**src/upd_pkg.sv**
```systemverilog
// ----------------------------------------------------------------------------
// URL percent decoder package
// Shared types, codes and character helpers for the decoder modules.
// ----------------------------------------------------------------------------
package upd_pkg;

    // Characters with a special meaning in form-urlencoded text.
    localparam logic [7:0] CH_PLUS    = 8'h2B;
    localparam logic [7:0] CH_PERCENT = 8'h25;
    localparam logic [7:0] CH_SPACE   = 8'h20;

    // Depth of the queue between the front and the back.
    localparam int Q_DEPTH = 2;
    localparam int Q_PTR_W = (Q_DEPTH > 1) ? $clog2(Q_DEPTH) : 1;
    localparam int Q_CNT_W = $clog2(Q_DEPTH + 1);

    // What the back has to do with a queued word.
    localparam logic [1:0] KIND_PASS   = 2'd0;  // emit data as it stands
    localparam logic [1:0] KIND_DROP   = 2'd1;  // emit nothing
    localparam logic [1:0] KIND_ESCAPE = 2'd2;  // evaluate the two escape chars

    typedef struct packed {
        logic [1:0] kind;
        logic [7:0] data;   // pass byte, or second escape character
        logic [7:0] first;  // first escape character
        logic       last;
    } upd_word_t;

    // Hex digit value: bit 4 set when the character is a hex digit.
    function automatic logic [4:0] hex_digit(input logic [7:0] c);
        logic [4:0] r;
        r = 5'd0;
        if (c >= 8'h30 && c <= 8'h39) begin
            r = {1'b1, c[3:0]};
        end
        else if ((c >= 8'h41 && c <= 8'h46) || (c >= 8'h61 && c <= 8'h66)) begin
            r = {1'b1, c[3:0] + 4'd9};
        end
        return r;
    endfunction

    // Whitespace as a C library sees it: space, tab, LF, VT, FF, CR.
    function automatic logic is_blank(input logic [7:0] c);
        return (c == CH_SPACE) || (c >= 8'h09 && c <= 8'h0D);
    endfunction

endpackage

```
**src/url_percent_decoder_core.sv**
```systemverilog
// ----------------------------------------------------------------------------
// URL percent decoder core
// Decodes form-urlencoded text one byte per word, with one result per byte.
// ----------------------------------------------------------------------------
// Usage:
// The input side behaves as a queue: drive in_byte and end_of_string with
// push high; the word is taken at a clock edge where full is low. Mark the
// last byte of each string with end_of_string.
// The result side behaves as a queue too: while empty is low, out_byte,
// byte_valid and string_done show the oldest result, and it is removed at a
// clock edge where pop is high. Every input word gives exactly one result.
// byte_valid is low for the '%' and first escape character, for an escape
// whose value is zero or not a number, and out_byte is then zero.
// An accepted word passes first into the front-to-back queue and then into
// the output register, after which empty goes low.
// Throughput is one word per cycle while the receiver does not stall, set by
// the combinational classify in the front and escape evaluation in the back.
// Reset clears the escape phase, the queue and the output register's full
// flag; no result is pending afterwards. When the receiver stalls, the output
// register holds its word, the two-entry queue fills, and full rises.
// ----------------------------------------------------------------------------
module url_percent_decoder_core (
    input  logic       clk,
    input  logic       rst_n,
    input  logic       push,
    output logic       full,
    input  logic [7:0] in_byte,
    input  logic       end_of_string,
    output logic       empty,
    input  logic       pop,
    output logic [7:0] out_byte,
    output logic       byte_valid,
    output logic       string_done
);
    import upd_pkg::*;

    upd_word_t wr_word;
    upd_word_t rd_word;
    logic      q_write;
    logic      q_read;
    logic      q_full;
    logic      q_empty;

    // The front keeps the escape phase and tags each byte with its handling.
    upd_front u_front (
        .clk           (clk),
        .rst_n         (rst_n),
        .push          (push),
        .in_byte       (in_byte),
        .end_of_string (end_of_string),
        .q_full        (q_full),
        .q_write       (q_write),
        .q_word        (wr_word)
    );

    // The queue lets the front keep accepting while the back is stalled.
    upd_queue u_queue (
        .clk     (clk),
        .rst_n   (rst_n),
        .wr_en   (q_write),
        .wr_word (wr_word),
        .rd_en   (q_read),
        .rd_word (rd_word),
        .q_full  (q_full),
        .q_empty (q_empty)
    );

    // The back computes escape values and owns the result register.
    upd_back u_back (
        .clk         (clk),
        .rst_n       (rst_n),
        .q_word      (rd_word),
        .q_empty     (q_empty),
        .q_read      (q_read),
        .pop         (pop),
        .empty       (empty),
        .out_byte    (out_byte),
        .byte_valid  (byte_valid),
        .string_done (string_done)
    );

    assign full = q_full;

endmodule

```
**src/upd_front.sv**
```systemverilog
// ----------------------------------------------------------------------------
// URL percent decoder front
// Accepts bytes, tracks the escape phase and classifies each byte.
// ----------------------------------------------------------------------------
module upd_front (
    input  logic             clk,
    input  logic             rst_n,
    input  logic             push,
    input  logic [7:0]       in_byte,
    input  logic             end_of_string,
    input  logic             q_full,
    output logic             q_write,
    output upd_pkg::upd_word_t q_word
);
    import upd_pkg::*;

    localparam logic [1:0] PH_IDLE   = 2'd0;
    localparam logic [1:0] PH_FIRST  = 2'd1;
    localparam logic [1:0] PH_SECOND = 2'd2;

    logic [1:0] phase_reg, phase_next;
    logic [7:0] first_reg, first_next;
    logic       accept;

    assign accept  = push && !q_full;
    assign q_write = accept;

    always_comb
    begin
        phase_next   = phase_reg;
        first_next   = first_reg;
        q_word.kind  = KIND_PASS;
        q_word.data  = in_byte;
        q_word.first = first_reg;
        q_word.last  = end_of_string;
        case (phase_reg)
            PH_FIRST:
            begin
                q_word.kind = KIND_DROP;
                first_next  = in_byte;
                phase_next  = PH_SECOND;
            end
            PH_SECOND:
            begin
                q_word.kind = KIND_ESCAPE;
                phase_next  = PH_IDLE;
            end
            default:
            begin
                if (in_byte == CH_PERCENT) begin
                    q_word.kind = KIND_DROP;
                    phase_next  = PH_FIRST;
                end
                else if (in_byte == CH_PLUS) begin
                    q_word.data = CH_SPACE;
                    phase_next  = PH_IDLE;
                end
                else begin
                    phase_next = PH_IDLE;
                end
            end
        endcase
        // An escape never spans two strings.
        if (end_of_string) begin
            phase_next = PH_IDLE;
        end
    end

    always_ff @(posedge clk or negedge rst_n)
    begin
        if (!rst_n) begin
            phase_reg <= PH_IDLE;
            first_reg <= 8'd0;
        end
        else if (accept) begin
            phase_reg <= phase_next;
            first_reg <= first_next;
        end
    end

endmodule

```
**src/upd_queue.sv**
```systemverilog
// ----------------------------------------------------------------------------
// URL percent decoder queue
// Short first-in first-out queue of classified words between front and back.
// ----------------------------------------------------------------------------
module upd_queue (
    input  logic               clk,
    input  logic               rst_n,
    input  logic               wr_en,
    input  upd_pkg::upd_word_t wr_word,
    input  logic               rd_en,
    output upd_pkg::upd_word_t rd_word,
    output logic               q_full,
    output logic               q_empty
);
    import upd_pkg::*;

    upd_word_t          mem_reg [Q_DEPTH];
    logic [Q_PTR_W-1:0] wr_ptr_reg, rd_ptr_reg;
    logic [Q_CNT_W-1:0] count_reg;
    logic               do_wr, do_rd;

    assign q_full  = (count_reg == Q_CNT_W'(Q_DEPTH));
    assign q_empty = (count_reg == '0);
    assign do_wr   = wr_en && !q_full;
    assign do_rd   = rd_en && !q_empty;
    assign rd_word = mem_reg[rd_ptr_reg];

    always_ff @(posedge clk)
    begin
        if (do_wr) begin
            mem_reg[wr_ptr_reg] <= wr_word;
        end
    end

    always_ff @(posedge clk or negedge rst_n)
    begin
        if (!rst_n) begin
            wr_ptr_reg <= '0;
            rd_ptr_reg <= '0;
            count_reg  <= '0;
        end
        else begin
            if (do_wr) begin
                wr_ptr_reg <= (wr_ptr_reg == Q_PTR_W'(Q_DEPTH - 1)) ? '0
                                                                   : wr_ptr_reg + 1'b1;
            end
            if (do_rd) begin
                rd_ptr_reg <= (rd_ptr_reg == Q_PTR_W'(Q_DEPTH - 1)) ? '0
                                                                   : rd_ptr_reg + 1'b1;
            end
            if (do_wr && !do_rd) begin
                count_reg <= count_reg + 1'b1;
            end
            else if (do_rd && !do_wr) begin
                count_reg <= count_reg - 1'b1;
            end
        end
    end

    a_count_bound: assert property (@(posedge clk) disable iff (!rst_n)
        count_reg <= Q_CNT_W'(Q_DEPTH))
        else $error("queue count exceeds depth");

    a_count_up: assert property (@(posedge clk) disable iff (!rst_n)
        (do_wr && !do_rd) |=> (count_reg == $past(count_reg) + 1'b1))
        else $error("queue count did not grow on write");

    a_ptr_match: assert property (@(posedge clk) disable iff (!rst_n)
        (q_empty || q_full) |-> (wr_ptr_reg == rd_ptr_reg))
        else $error("queue pointers disagree with count");

endmodule

```
**src/upd_back.sv**
```systemverilog
// ----------------------------------------------------------------------------
// URL percent decoder back
// Evaluates escapes and holds the decoded word in the output register.
// ----------------------------------------------------------------------------
module upd_back (
    input  logic               clk,
    input  logic               rst_n,
    input  upd_pkg::upd_word_t q_word,
    input  logic               q_empty,
    output logic               q_read,
    input  logic               pop,
    output logic               empty,
    output logic [7:0]         out_byte,
    output logic               byte_valid,
    output logic               string_done
);
    import upd_pkg::*;

    logic       full_reg;
    logic [7:0] byte_reg;
    logic       valid_reg;
    logic       done_reg;
    logic [4:0] hex_a, hex_b;
    logic [7:0] esc_value;
    logic [7:0] res_byte;
    logic       res_valid;
    logic       load;

    assign hex_a = hex_digit(q_word.first);
    assign hex_b = hex_digit(q_word.data);

    always_comb
    begin
        esc_value = 8'd0;
        if (hex_a[4]) begin
            esc_value = hex_b[4] ? {hex_a[3:0], hex_b[3:0]} : {4'd0, hex_a[3:0]};
        end
        else if (is_blank(q_word.first) || q_word.first == CH_PLUS) begin
            esc_value = hex_b[4] ? {4'd0, hex_b[3:0]} : 8'd0;
        end
    end

    always_comb
    begin
        case (q_word.kind)
            KIND_PASS:
            begin
                res_byte  = q_word.data;
                res_valid = 1'b1;
            end
            KIND_ESCAPE:
            begin
                res_byte  = esc_value;
                res_valid = (esc_value != 8'd0);
            end
            default:
            begin
                res_byte  = 8'd0;
                res_valid = 1'b0;
            end
        endcase
    end

    // The output register takes a new word when it is free or drains this cycle.
    assign load   = !q_empty && (!full_reg || pop);
    assign q_read = load;

    always_ff @(posedge clk or negedge rst_n)
    begin
        if (!rst_n) begin
            full_reg <= 1'b0;
        end
        else if (load) begin
            full_reg <= 1'b1;
        end
        else if (pop) begin
            full_reg <= 1'b0;
        end
    end

    always_ff @(posedge clk)
    begin
        if (load) begin
            byte_reg  <= res_byte;
            valid_reg <= res_valid;
            done_reg  <= q_word.last;
        end
    end

    assign empty       = !full_reg;
    assign out_byte    = byte_reg;
    assign byte_valid  = valid_reg;
    assign string_done = done_reg;

endmodule
```
**config.mk**
```make
export PLATFORM = sky130hd
export DESIGN_NAME = url_percent_decoder_core
export DESIGN_NICKNAME = d
export VERILOG_FILES = /design/src/upd_pkg.sv /design/src/url_percent_decoder_core.sv /design/src/upd_front.sv /design/src/upd_queue.sv /design/src/upd_back.sv
export SDC_FILE = /design/constraint.sdc
export NUM_CORES = 1
export LEC_CHECK = 0
export ABC_AREA = 1
export BUFFER_PORTS_ARGS = -buffer_cell sky130_fd_sc_hd__buf_2
export CAP_MARGIN = 40
export CORE_MARGIN = 8
export CORE_UTILIZATION = 60
export CTS_CLUSTER_DIAMETER = 200
export DETAILED_ROUTE_END_ITERATION = 12
export PLACE_DENSITY = 0.91
export SLEW_MARGIN = 10
export SYNTH_ARGS = -nofsm -noshare
export SYNTH_HDL_FRONTEND = slang
export SYNTH_SLANG_ARGS = --single-unit
```
**constraint.sdc**
```tcl
create_clock -name clk -period 3.2 [get_ports clk]
set_clock_uncertainty 0.15 [all_clocks]
set_input_delay 0.16 -clock clk [delete_from_list [all_inputs] [get_ports clk]]
set_output_delay 0.16 -clock clk [all_outputs]
set_load 0.1 [all_outputs]
```
Word-level counts from Yosys, hierarchy flattened. Memory sizes are Yosys's and may differ from the RTL's. Cells that the tools add are included.

Add/subtract/negate cells: 6. $lt $le $gt $ge: 14. Equal/unequal tests: 8. Mux-type cells: 25. Reduce and logical (&&, ||, !) cells: 30.

Operators by type and width (number): two-way mux 8 bit (6); == test 8 x 6 -> 1 bit, second input constant (4); greater-or-equal comparator 8 x 7 -> 1 bit, second input constant (4); <= comparator 8 x 7 -> 1 bit, second input constant (4); two-way mux 5 bit (4); greater-or-equal comparator 8 x 6 -> 1 bit, second input constant (2); <= comparator 8 x 6 -> 1 bit, second input constant (2); one-hot mux 8 bit (2 select lines) (1); logical AND 1 bit (13); adder 4 bit, second input constant (2); greater-or-equal comparator 8 x 4 -> 1 bit, second input constant (1); <= comparator 8 x 4 -> 1 bit, second input constant (1); one-hot mux 2 bit (2 select lines) (2); nonzero test 8 bit (1); two-way mux 1 bit (7); == test 2 bit, second input constant (3); two-way mux 2 bit (3); zero test 1 bit (5); logical OR 1 bit (5); zero test 2 bit (2); two-way mux 4 bit (1); nonzero test 2 bit (2); adder 1 bit, second input constant (2); adder 2 x 1 -> 2 bit, second input constant (1); 5 further kinds (5).

Flip-flop bits (word level): 25. Bits in writable memories: 38. Output and inout bits: 12. Word-level logic and storage cells: 93. Memories: 1.

Memory list: u_queue.mem_reg (depth 2, width 19, rd ports 1, clocked after memory_dff 0, wr ports 1, RTL line upd_queue.sv:17) `upd_word_t mem_reg [Q_DEPTH];`.

Logic depth before layout (Yosys ltp). An unclocked memory read counts as a cell.

Depth after elaboration: 11. Gate-level depth with buffers: 20. Depth with buffers taken out: 19.

Modules after synthesis. Synthesis repeated with hierarchy kept, for this count alone.

Cell total of the unflattened synthesis: 358. Area, all modules: 3280.6 µm².

By module, submodules not included: upd_queue (times used 1, cells each 131, area an instance 1609.0 µm²); upd_back (times used 1, cells each 148, area an instance 1061.0 µm²); upd_front (times used 1, cells each 79, area an instance 610.6 µm²).

Worst setup path before layout. OpenSTA, ideal clock, no wires.

Kind: register to register. Start: reg u_back.full_reg. End: reg u_queue.count_reg[1]. Library setup time: 0.131 ns. Arrival time: 2.489 ns. Data required time: 2.919 ns. Path slack: 0.430 ns. Cell stages (with the launch flop): 9. Period minus slack after synthesis: 2.770 ns. Path through: dfrtp_1 inv_1 nor2_1 a21oi_1 inv_1 ha_1 a21oi_1 o21ai_0 xor2_1.

Word-level cells in the longest chain between the ends: 7. Elaborated cells between the ends (all ways): 9. Classes of those cells: 1 x mux; 8 x reduce/logical.

RTL lines: start, declared (RTL line upd_back.sv:19) `logic full_reg;`; start signal, assigned (RTL line upd_back.sv:71) `full_reg <= 1'b0;`; start signal, assigned (RTL line upd_back.sv:74) `full_reg <= 1'b1;`; start signal, assigned (RTL line upd_back.sv:77) `full_reg <= 1'b0;`; zero test 1 bit (*); via empty (RTL line url_percent_decoder_core.sv:29) `output logic empty,`; logical OR 1 bit (*) (RTL line upd_back.sv:65) `assign load = !q_empty && (!full_reg || pop);`; logical AND 1 bit (*) (RTL line upd_back.sv:65); via q_read (RTL line url_percent_decoder_core.sv:40) `logic q_read;`; logical AND 1 bit (*) (RTL line upd_queue.sv:25) `assign do_rd = rd_en && !q_empty;`; zero test 1 bit (RTL line upd_queue.sv:51) `if (do_wr && !do_rd) begin`; logical AND 1 bit (RTL line upd_queue.sv:51); two-way mux 2 bit or nonzero test 2 bit (tied branches); end signal, assigned (RTL line upd_queue.sv:52) `count_reg <= count_reg + 1'b1;`; end signal, assigned (RTL line upd_queue.sv:55) `count_reg <= count_reg - 1'b1;`; end, declared (RTL line upd_queue.sv:19) `logic [Q_CNT_W-1:0] count_reg;`.

Mark *: on every way through the listed nets, which the timed path passes. The rest lies on a longest branch. A chain may end at the register's enable or synchronous reset.

Final worst setup path.
Start: reg u_queue.rd_ptr_reg. End: reg u_back.valid_reg (netlist: u_back.byte_valid) (data pin).

Word-level cells in the longest chain between the ends: 11. Elaborated cells between the ends (all ways): 42. Classes of those cells: 2 x add/sub; 14 x order compare; 3 x eq/ne; 9 x mux; 13 x reduce/logical; 1 x memory.

RTL lines: start, declared (RTL line upd_queue.sv:18) `logic [Q_PTR_W-1:0] wr_ptr_reg, rd_ptr_reg;`; start signal, assigned (RTL line upd_queue.sv:48) `rd_ptr_reg <= (rd_ptr_reg == Q_PTR_W'(Q_DEPTH - 1)) ? '0`; memory (2 x 19 bit) (*); greater-or-equal comparator 8 x 7 -> 1 bit or <= comparator 8 x 7 -> 1 bit (tied branches) (RTL line upd_pkg.sv:36) `else if ((c >= 8'h41 && c <= 8'h46) || (c >= 8'h61 && c <= 8'h66)) begin`; logical AND 1 bit (RTL line upd_pkg.sv:36); logical OR 1 bit (RTL line upd_pkg.sv:36); two-way mux 5 bit (RTL line upd_pkg.sv:36); two-way mux 5 bit (RTL line upd_pkg.sv:33) `if (c >= 8'h30 && c <= 8'h39) begin`; two-way mux 4 bit (RTL line upd_back.sv:39) `esc_value = hex_b[4] ? {4'd0, hex_b[3:0]} : 8'd0;`; two-way mux 8 bit (RTL line upd_back.sv:38) `else if (is_blank(q_word.first) || q_word.first == CH_PLUS) begin`; two-way mux 8 bit (RTL line upd_back.sv:35) `if (hex_a[4]) begin`; nonzero test 8 bit (RTL line upd_back.sv:54) `res_valid = (esc_value != 8'd0);`; one-hot mux 1 bit (2 select lines) (*) (RTL line upd_back.sv:45) `case (q_word.kind)`; via u_back.res_valid (RTL line upd_back.sv:26) `logic res_valid;`; end signal, assigned (RTL line upd_back.sv:85) `valid_reg <= res_valid;`; end, declared (RTL line upd_back.sv:21) `logic valid_reg;`.

Marked as above.

==> impl_results.md <==
* Most common cell after layout, fill and taps aside: nand2_1
* First-pass GRT wire length at 10960 um
* Most Used Layer, Global Route: met2
* Initial antenna violation count at 0
* Setup bufs post-CTS at 0
* Post-synth top area share at 0.4234
* Synth top area cells: edfxtp_1 (42%), dfrtp_1 (11%), nand2_1 (9.6%)
* Final setup fails at 0
* Grt met1 use at 0.1749
* Placed inst area at 0.003573 mm2
* Residual DRC at 0
* Worst path arrival time at 2.86 ns
* CTS buffer count at 9
* Final Core Density at 0.7042
* Syn_area_per_cell at 9.590 um2
* Clock transition at path regs at 0.07 ns
* Worst path top cell family by delay: simple AND/OR/NAND/NOR gates
* Area delta synth->final at 13.89%
* 1st-pass router iterations at 5
* Seq cells post-synth at 63
* CP bufs+invs at 4
* Peak supply drop at 0.9923 mV
* P_leak at 0.001791 uW
* Max Fclk at 0.3437 GHz
* Part of the Yosys area used for sequential elements at 0.5336
* # diodes at 0
* Fill count at 374
* Yosys cell types at 28
* Most frequent cells in the layout: nand2_1 (87), edfxtp_1 (48), inv_1 (47), buf_2 (24), nand3_1 (21)
* Final min period at 2.910 ns
* DIE HEIGHT at 91.33 um
* Clock latency on the worst-skew pair at 0.34 ns
* Req. time, crit path at 3.15 ns
* Layout cell share with drive strength beyond 1 at 0.2487
* Detailed-route wire length per cell at 14.54 um
* Maximum clock path buffer count at 2
* Largest net degree at the start of global routing at 21
* Fin. max-slew vios at 0
* Largest area contributor in the netlist: edfxtp_1
* Crit path largest cell delay at 0.48 ns
* Die area at 0.008340 mm2
* Worst path depth at 19
* Status: finished, final reports clean
* Avg Vias per Cell at 5.319
* Synthesized cell area at 0.003405 mm2
* Max-cap violations at 0
* Hold depth at 3
* Hold crit path type: in -> reg
* Row count at 27
* Total track usage at 0.1677
* PwrDens at 1105 mW/mm2
* CP endpoint kind: register
* Met3 usage at 0.04856
* GP Congestion at 0.9740
* Core area at 0.005507 mm2
* RSZ-0062 raised after global routing: false
* Ports at 25
* CP Cell Sequence: buf_4 -> nand2_1 -> nand2_1 -> inv_1 -> ha_1 -> inv_1 -> nand2_1 -> nand3_1 -> nand2_1 -> inv_2 -> nor2_4 -> nor2_2 -> nand2_1 -> nand2_1 -> nand2_1 -> nor2_1 -> nand3_1 -> nor2_1 -> nor2_1
* Final hold vios at 0
* CP max stage cell: dfrtp_2
* Post-detailed-route count of antenna-violating nets at 0
* Setup TNS at 0 ns
* DP HPWL at 4867 um
* Max reg flops at 38
* Global-route met2 utilization at 0.2902
* CTS H-tree lvls at 3
* 1st-iter DRT viols at 128
* Gr ovfl total at 0
* IO Port Bufs at 24
* Final period utilization at 0.9092
* Worst Path Max Fanout at 20
* CTS tree: built
* Relative slew slack at 0.6772
* Finished Cell Area at 0.003877 mm2
* Multi-input logic area at 0.001314 mm2
* Syn Nets at 379
* Cell mode on critical path: nand2_1
* Die width at 91.33 um
* Root buffer cell: clkbuf_8
* Routed vias at 2500
* Crit Path Category: reg -> reg
* Nets at 417
* Initial core utilization at 0.6183
* Post-Synthesis Cells at 355
* CTS Sinks at 63
* Synth warnings at 0
* Startpoint types: register
* FF/Latch Area at 0.001818 mm2
* Register-to-Register Path Depth at 19
* Total detailed-routing wirelength at 6833 um
* Vias in the first global route at 2473
* Worst-margin pin slew at 0.4876 ns
==> cells in the mapped netlist (all sizes together) <==
cell type and instances:
nor3 1, o22ai 7, o21ai 19, xnor2 2, or2 4, buf 5
or4 1, clkbuf 6, inv 52, a31oi 1, dfrtp 15, and3 1
a21oi 5, nand4 3, xor2 3, nand2 113, edfxtp 48, mux2 3
nand3 25, ha 11, nor2 30
==> logic make-up after synthesis <==
| kind of cell | count (synthesis) | synth area share |
|---|---|---|
| flops | 63 | 0.5336 |
| compound gates | 32 | 0.05109 |
| xor+xnor | 5 | 0.01287 |
| fa+ha+maj | 11 | 0.04043 |
| buf+inv | 63 | 0.08048 |
| mux | 3 | 0.009922 |
| simple gates | 178 | 0.2716 |
==> worst register-to-register path, delay by kind of cell, from the launching register on <==
kind / cells / cell delay [ns]
adder cells (fa/ha/maj): 1 / 0.23
buffers and inverters: 4 / 0.55
flip-flops: 1 / 0.48
AND/OR/NAND/NOR: 14 / 1.28
==> routing by layer <==
layer | up-vias | part of all wire
li1 | 1226 | -
met1 | 1161 | 0.39
met2 | 89 | 0.52
met3 | 24 | 0.054
met4 | 0 | 0.032
met5 | - | 0
==> metrics by stage <==
step	cells	setup slack [ns]	hold WS [ns]	total power [uW]
floorplan	355	0.4299	-0.2856	3168
global placement	445	0.4040	-0.07028	3441
detailed placement	445	0.2981	-0.06720	3518
CTS	470	0.2199	0.02256	4275
global route	470	0.07635	0.03842	4531
finish	470	0.2904	0.03354	4286
==> path summary, 6_finish.rpt <==
kind | endpoint | startpoint | slack (ns)
max | u_back.byte_valid | u_queue.rd_ptr_reg | 0.29
min | u_front.first_reg[3] | in_byte[3] | 0.03
max reg2reg | u_back.byte_valid | u_queue.rd_ptr_reg | 0.29
min reg2reg | u_queue.mem_reg[1][2] | u_front.first_reg[1] | 0.33
max in group asynchronous | u_queue.rd_ptr_reg | rst_n | 2.50
min in group asynchronous | u_back.full_reg | rst_n | 0.12
==> final cells by class <==
cell class / instances / share of cell area
clock buffers: 10 / 0.03291
multi-input cells: 229 / 0.3388
clock inverters: 6 / 0.02194
inverters: 52 / 0.05034
repair buffers: 38 / 0.06389
well taps: 72 / 0.02323
flip-flops and latches: 63 / 0.4689
==> power by group <==
part / internal (uW) / switching (uW)
Sequential: 1230 / 129
Clock: 435 / 303
Combinational: 564 / 1630
==> timing repair <==
item	4_1_cts	5_1_grt
resized for setup	0	1
hold endpoints to repair	34	0
setup endpoints to repair	0	1
hold buffers	9	0
Power figures use the tool's default switching activity.
